### config.mk
export PLATFORM = sky130hd
export DESIGN_NAME = acnt_ram
export DESIGN_NICKNAME = d
export VERILOG_FILES = /design/src/acnt_ram.sv
export SDC_FILE = /design/constraint.sdc
export NUM_CORES = 1
export LEC_CHECK = 0
export BUFFER_PORTS_ARGS = -buffer_cell sky130_fd_sc_hd__buf_2
export CORE_ASPECT_RATIO = 1.2
export CORE_UTILIZATION = 35
export CTS_CLUSTER_DIAMETER = 30
export DETAILED_ROUTE_END_ITERATION = 8
export PLACE_DENSITY = 0.48
export SYNTH_ARGS = -nofsm -noshare
export SYNTH_HDL_FRONTEND = slang
export SYNTH_SLANG_ARGS = --single-unit
export TNS_END_PERCENT = 20
### constraint.sdc
create_clock -name i_clk -period 4.3 [get_ports i_clk]
set_input_delay 0.215 -clock i_clk [delete_from_list [all_inputs] [get_ports i_clk]]
set_output_delay 0.215 -clock i_clk [all_outputs]
set_load 0.05 [all_outputs]
### src/acnt_ram.sv
`timescale 1ns / 1ps
// ----------------------------------------------------------------------------
// acnt_ram: generic simple dual-port RAM
// One write port, one read port with registered read data.
// ----------------------------------------------------------------------------
module acnt_ram #(
    parameter int WIDTH = 8,
    parameter int DEPTH = 16
) (
    input  logic                     i_clk,
    input  logic                     i_wr_en,
    input  logic [$clog2(DEPTH)-1:0] i_wr_addr,
    input  logic [WIDTH-1:0]         i_wr_data,
    input  logic                     i_rd_en,
    input  logic [$clog2(DEPTH)-1:0] i_rd_addr,
    output logic [WIDTH-1:0]         o_rd_data
);

    logic [WIDTH-1:0] r_mem [DEPTH];
    logic [WIDTH-1:0] r_rd_data;

    always_ff @(posedge i_clk) begin
        if (i_wr_en) begin
            r_mem[i_wr_addr] <= i_wr_data;
        end
        if (i_rd_en) begin
            r_rd_data <= r_mem[i_rd_addr];
        end
    end

    assign o_rd_data = r_rd_data;

endmodule

### Yosys cells after proc, flatten, opt, wreduce, memory -nomap -nowiden

Memories as Yosys holds them, arrays and structs flattened. A register that Yosys moved wholly into a read port is not among the register bits.
Cells that the tools add are included.

| word-level totals | value |
|---|---|
| register bits after elaboration | 0 |
| memory bits (writable) | 128 |
| input bits | 19 |
| output and inout port bits | 8 |
| logic and storage cells | 3 |
| memories kept | 1 |

| cells by class | value |
|---|---|
| mux-type cells | 2 |

Memory list:

| memory | depth | width | read ports | clocked after memory_dff | write ports | RTL line | source |
|---|---|---|---|---|---|---|---|
| r_mem | 16 | 8 | 1 | 1 | 1 | 19 | `logic [WIDTH-1:0] r_mem [DEPTH];` |

Operators with widths:

| cell | count |
|---|---|
| 1-bit two-way mux | 2 |

### Longest topological paths before layout

Gate-level depths: netlist of the first run.

| depth | value |
|---|---|
| depth in word-level cells | 2 |
| gate-level depth with buffers | 5 |
| mapped depth without buffers | 3 |

### Worst setup path after synthesis of the first run

Ideal clock, no wire load.

| timing | value |
|---|---|
| kind | input-to-reg |
| start point | input i_wr_addr[2] |
| end point | memory r_mem[0][0], enable pin |
| library setup time | 383 ps |
| arrival time | 1325 ps |
| data required time | 3917 ps |
| setup slack | 2592 ps |
| stages on the path | 2 |
| path buffers | 0 |
| cell sequence | or3b_2 > nor3_1 |

RTL lines:

| what | RTL line | source |
|---|---|---|
| from (decl) | 12 | `input logic [$clog2(DEPTH)-1:0] i_wr_addr,` |
| to (decl) | 19 |  |

Straight into the memory's write port.

==> summary.md, run 1 <==
| Metric | Value |
|---|---|
| Worst Setup Slack, final | `~2.4 ns` |
| Leak pwr | `roughly 2 nW` |
| Sw Share | `a little over a fifth` |
| Tightest Hold Check Type | `in2reg` |
| Comb pwr share | `5.0%` |
| Net Sw Power | `roughly 0.00063 W` |
| Post_cts resized | `0` |
| Hold path endpoint | `o_rd_data[0]` |
| Final WL | `10900 µm` |
| Worst EP arrival | `approximately 2 ns` |
| Root buffer cell | `clkbuf_16` |
| Status | `complete, no violations` |
| Internal Power | `around 0.0024 W` |
| Layout cells sized above 1 | `between 20% and 30%` |
| Ys async rst share | `0%` |
| WL/cell | `roughly 23 µm` |
| Clk sinks | `between 100 and 150` |
| Remaining global-route overflow | `0` |
| Critical Path RT | `approximately 4.5 ns` |
| Synth Register Bits | `136` |
| Final Hold Violating Endpoints | `0` |
| Sequential Power Share | `49.7%` |
| Place WS | `approximately 1.9 ns` |
| Post-synth EDFFs | `~140` |
| Io pins | `27` |
| Final Cycle Share | `a little over two fifths` |
| Gr usage total | `15.5%` |
| Post-DR vias/cell | `between 4 and 5` |
| Clk_skew | `just over 0.007 ns` |
| 1st-pass router iterations | `6` |
| Syn Area/Cell | `roughly 23 µm²` |
| Clock power share | `45.3%` |
| Crit path max fanout | `24` |
| RSZ-0062 raised after global routing | `no` |
| Clock buffer count from CTS | `17` |
| Port Buffers | `26` |
| Critical R2R Launch | `r_mem[1][1]` |
| Die Y | `between 100 and 150 µm` |
| Starting Density | `36.1%` |
| Die area | `roughly 0.015 mm²` |
| Area delta synth->final | `17.0%` |
| Initial DRC Count | `roughly 190` |
| Min Tclk post-route | `1.87 ns` |
| Hold Crit Depth | `1` |
| Post-Syn Area | `0.00523 mm²` |
| FF-to-FF path depth | `3` |
| Normalized max-slew margin | `about a quarter` |
| Pwr/cell area | `about 490 mW/mm²` |
| Post-CTS Setup Inserts | `0` |
| Dpl hpwl | `~7000 µm` |
| Antenna-violating nets left | `0` |
| Via count | `2394` |
| Drc violations | `0` |
| Peak VDD IR | `around 0.24 mV` |
| Clock-pin slew on the worst setup and hold paths | `around 0.05 ns` |
| Die width | `around 110 µm` |
| Synth unique cells | `18` |
| Synthesis Warnings | `0` |
| Hold Buf Count CTS | `0` |
| Initial antenna violation count | `0` |
| Vias in the first global route | `2565` |
| Clock latency reported for the late side of the worst-skew pair | `between 0.4 and 0.5 ns` |
| H-tree levels | `4` |
| Net count after synthesis | `~250` |
| Min-delay src | `i_rd_en` |
| Final setup fails | `0` |
| FMAX | `approximately 530 MHz` |
| Crit. End Element | `register` |
| # diodes | `0` |
| Slew @ Worst Pin | `roughly 1.1 ns` |
| Core ar. | `roughly 0.014 mm²` |
| Largest net degree at the start of global routing | `33` |
| Max-cap viol count | `0` |
| GP Congestion | `approximately 0.66` |
| Setup TNS | `0 ns` |
| Nets | `~290` |
| Max Buffers Root-to-Sink | `2` |
| Reg-to-Reg End | `o_rd_data[1]` |
| First-pass GRT wire length | `around 16000 µm` |
| Synth Instances | `roughly 230` |
| Crit start category | `primary input` |
| Reg2reg setup slack | `approximately 2.7 ns` |
| Sequential-to-total area share from yosys stat | `approximately 78%` |
| Final max-slew violation count | `0` |
| # rows | `48` |
| CTS tree | `yes` |
| CP Class | `in2reg` |
| Ys flop type | `edfxtp_1` |
[critical path: stages]
cell	delay, ns
buf_2	0.60
buf_4	0.35
mux4_2	0.51
a22oi_1	0.23
nand2_1	0.08
[per-layer routing]
layer  track usage, %  wire length [µm]  share of wire [%]  vias to the layer above
li1                 -                 -                  -                     1056
met1             20.1              4870                 45                     1249
met2             25.0              5510                 51                       78
met3             4.01               389                3.6                       11
met4             5.85               126                1.2                        0
met5                0                 0                  0                        -
[through the flow]
step	power, W	utilization, %	area, µm²	std cells	hold slack [ns]
floorplan	0.00163	-	5230	229	0.314
global placement	0.00168	38.4	5550	448	0.591
detailed placement	0.00169	38.4	5550	448	0.595
CTS	0.00306	42.3	6120	480	0.169
global route	0.00312	42.3	6120	480	0.164
finish	0.00302	42.3	6120	480	0.177
[power by group through the flow]
stage          Sequential, W  Combinational [W]  Clock, W
4_1_cts              0.00150           0.000156   0.00140
2_1_floorplan        0.00155          0.0000754         0
3_5_place_dp         0.00153           0.000156         0
3_3_place_gp         0.00153           0.000155         0
6_report             0.00150           0.000153   0.00137
5_1_grt              0.00150           0.000165   0.00145
[worst max path at each step]
stage | from | end | slack, ns | cells after the start
floorplan | i_wr_addr[2] | r_mem[0][0] | 2.59 | 2
global placement | i_rd_addr[0] | o_rd_data[7] | 1.96 | 5
detailed placement | i_rd_addr[0] | o_rd_data[7] | 1.93 | 5
CTS | i_rd_addr[0] | o_rd_data[7] | 2.37 | 5
global route | i_rd_addr[0] | o_rd_data[7] | 2.29 | 5
finish | i_rd_addr[0] | o_rd_data[7] | 2.43 | 5
[state kept, by name (all words and copies together), names as in the netlist]
register	flops
o_rd_data	8
r_mem	128
[synth_stat cells, types with 2 or more instances]
cell             number  area (µm²)
clkdlybuf4s25_2       3        30.0
buf_2                 3        15.0
a22oi_1              16         120
nand2_1               9        33.8
nor2_1               13        48.8
buf_6                 3        33.8
mux4_2               18         405
nand2b_1              2        12.5
nand3b_1              2        15.0
mux4_1               14         368
nor3_1                4        20.0
edfxtp_1            136        4080
[cells by family after synthesis]
kind of cell / count (synthesis) / share of synthesized area, %
flip-flops: 136 / 78.1
buffers and inverters: 10 / 1.65
multiplexers: 32 / 14.8
AND/OR/NAND/NOR: 35 / 3.14
AO/OA/AOI/OAI: 16 / 2.30
[cells in the final DEF, fill, tap and decap left out, drive strengths merged]
cell / netlist / layout
nand3b: 2 / 2
nor2b: 1 / 1
mux4: 32 / 32
nor3: 4 / 4
clkbuf: 0 / 19
clkinv: 0 / 8
a22oi: 16 / 16
nand2b: 2 / 2
clkinvlp: 0 / 3
or3b: 1 / 1
edfxtp: 136 / 136
bufinv: 0 / 2
and2: 1 / 1
nand3: 1 / 1
nor2: 13 / 13
and2b: 1 / 1
nand2: 9 / 9
buf: 7 / 29
[final cells by class]
cell class / instances / area (µm²)
clock buffers: 19 / 433
clock inverters: 13 / 131
fillers: 1256 / 8360
multi-input cells: 83 / 1070
flip-flops and latches: 136 / 4080
well taps: 200 / 250
repair buffers: 29 / 153
Note: power is estimated with default switching activity, not from simulation.
==> inputs of run 2 (changes only) <==
- PLACE_DENSITY: 0.48 -> 0.5
- clock period: 4.3 -> 1.72 ns (I/O delays scaled with it)
==> summary.md, run 2 (same netlist as run 1, synthesis figures left out) <==
| Metric | Value |
|---|---|
| Final setup fails | `0 (unchanged)` |
| Worst Setup Slack, final | `0.157 ns (-2.27 ns)` |
| Largest net degree at the start of global routing | `19 (-42%)` |
| Met1 usage | `20.4% (+0.31 points)` |
| Area delta synth->final | `22.2%` |
| Starting Density | `36.1% (unchanged)` |
| Clock buffer count from CTS | `17 (unchanged)` |
| Die width | `114 µm (unchanged)` |
| 1st-pass router iterations | `4 (-2)` |
| Core ar. | `0.0145 mm² (unchanged)` |
| Remaining global-route overflow | `0 (unchanged)` |
| RSZ-0062 raised after global routing | `no` |
| Post-DR vias/cell | `4.96 (-0.50%)` |
| Crit-path cells | `mux4_1 > a22oi_1 > nand2_1` |
| Critical Path RT | `1.87 ns (-2.58 ns)` |
| Clk sinks | `136 (unchanged)` |
| First-pass GRT wire length | `16500 µm (+1.1%)` |
| Slew @ Worst Pin | `0.409 ns (-0.695 ns)` |
| Met3 usage | `4.81% (+0.80 points)` |
| Crit start category | `register` |
| Largest register by flop count | `r_mem` |
| CTS tree | `yes` |
| Max-cap viol count | `0 (unchanged)` |
| Clk_skew | `0.00891 ns (+0.00179 ns)` |
| Commonest non-fill, non-tap cell in the layout | `edfxtp_1` |
| GR peak layer | `met2` |
| Tot Pwr | `0.00786 W (+160%)` |
| # diodes | `0 (unchanged)` |
| Post-CTS Setup Inserts | `0 (unchanged)` |
| Layout cells sized above 1 | `33.3% (+5.5 points)` |
| Initial antenna violation count | `0 (unchanged)` |
| Via count | `2511 (+4.9%)` |
| Final max-slew violation count | `0 (unchanged)` |
| Pwr/cell area | `1230 mW/mm² (+150%)` |
| WL/cell | `21.4 µm (-5.7%)` |
| Crit. End Element | `register` |
| Max reg flops | `128 (unchanged)` |
| Die Y | `136 µm (unchanged)` |
| Nets | `312 (+9.1%)` |
| Place WS | `-0.0418 ns (-1.97 ns)` |
| FMAX | `640 MHz` |
| Crit-path max cell delay | `0.52 ns (-0.08 ns)` |
| Final Cycle Share | `between 90% and 100%` |
| Min Tclk post-route | `roughly 1.6 ns` |
| Status | `complete, no violations` |
| Clock latency reported for the late side of the worst-skew pair | `0.41 ns (about the same)` |
| Met2 Use GR | `25.2% (+0.20 points)` |
| Finished Core Util | `44.1% (+1.9 points)` |
| Final Hold Violating Endpoints | `0 (unchanged)` |
| Post_cts resized | `0 (unchanged)` |
| Antenna-violating nets left | `0 (unchanged)` |
| Vias in the first global route | `2674 (+4.2%)` |
| Worst EP arrival | `1.71 ns (-0.31 ns)` |
| Crit path max fanout | `1 (-96%)` |
| Peak VDD IR | `0.572 mV (+140%)` |
| GP Congestion | `0.718 (+8.9%)` |
| Fin Hold WS | `0.0552 ns (-0.122 ns)` |
| Io pins | `27 (unchanged)` |
| Max Buffers Root-to-Sink | `2 (unchanged)` |
| Initial DRC Count | `148 (-21%)` |
| Drc violations | `0 (unchanged)` |
| Leak pwr | `2.17 nW (+8.5%)` |
| H-tree levels | `4 (unchanged)` |
| Hold Buf Count CTS | `0 (unchanged)` |
| Setup TNS | `0 ns (unchanged)` |
| Fill count | `1261 (+0.40%)` |
| Dpl hpwl | `7260 µm (+6.8%)` |
| Die area | `0.0154 mm² (unchanged)` |
| Port Buffers | `26 (unchanged)` |
| Most frequent cells in the layout | `136 x edfxtp_1, 26 x buf_2, 26 x buf_4` |
| Root buffer cell | `clkbuf_16` |
| CP Class | `reg2reg` |
| # rows | `48 (unchanged)` |
| Gr usage total | `15.8% (+0.30 points)` |
| Final WL | `10800 µm (-0.63%)` |
| Normalized max-slew margin | `72.7% (+47 points)` |
| Tightest Hold Check Type | `in2reg` |
| Worst path slowest cell | `mux4_1` |
| Clock-pin slew on the worst setup and hold paths | `0.06 ns (about the same)` |
==> run 2: area by class of cell <==
cell class | count | area [µm²] | share of cell area (%)
tap | 200 | 250 | 3.92
timing repair buffer | 55 | 385 | 6.03
clock buffer | 18 | 429 | 6.72
multi-input combinational | 83 | 1060 | 16.6
clock inverter | 14 | 181 | 2.84
sequential | 136 | 4080 | 63.9
==> run 2: final timing paths <==
path | start | to | slack (ns) | depth (start not counted)
max reg2reg | r_mem[9][3] | o_rd_data[3] | 0.16 | 3
min reg2reg | r_mem[7][3] | o_rd_data[3] | 0.74 | 3
max | r_mem[9][3] | o_rd_data[3] | 0.16 | 3
min | i_rd_en | o_rd_data[0] | 0.06 | 1
==> run 2: per-stage QoR <==
stage / cells / area, µm²
3_3_place_gp: 474 / 5780
3_5_place_dp: 474 / 5780
5_1_grt: 506 / 6390
6_report: 506 / 6390
4_1_cts: 506 / 6390
2_1_floorplan: 229 / 5230
==> run 2: per-layer routing <==
layer	wire length (µm)	vias to the layer above
li1	-	1113
met1	4750	1299
met2	5380	89
met3	590	10
met4	108	0
met5	0	-
==> run 2: power by group <==
| group | switching (W) | internal (W) | total [W] |
|---|---|---|---|
| sequential | 0.0000225 | 0.00374 | 0.00376 |
| clock | 0.00129 | 0.00240 | 0.00369 |
| combinational | 0.000255 | 0.000157 | 0.000412 |
| total | 0.00156 | 0.00630 | 0.00786 |
==> run 2: critical path, delay by kind of cell (launching register included) <==
family             cells  cell delay (ns)
AOI/OAI and AO/OA      1             0.34
DFF                    1             0.36
muxes                  1             0.52
and+or+nand+nor        1             0.09
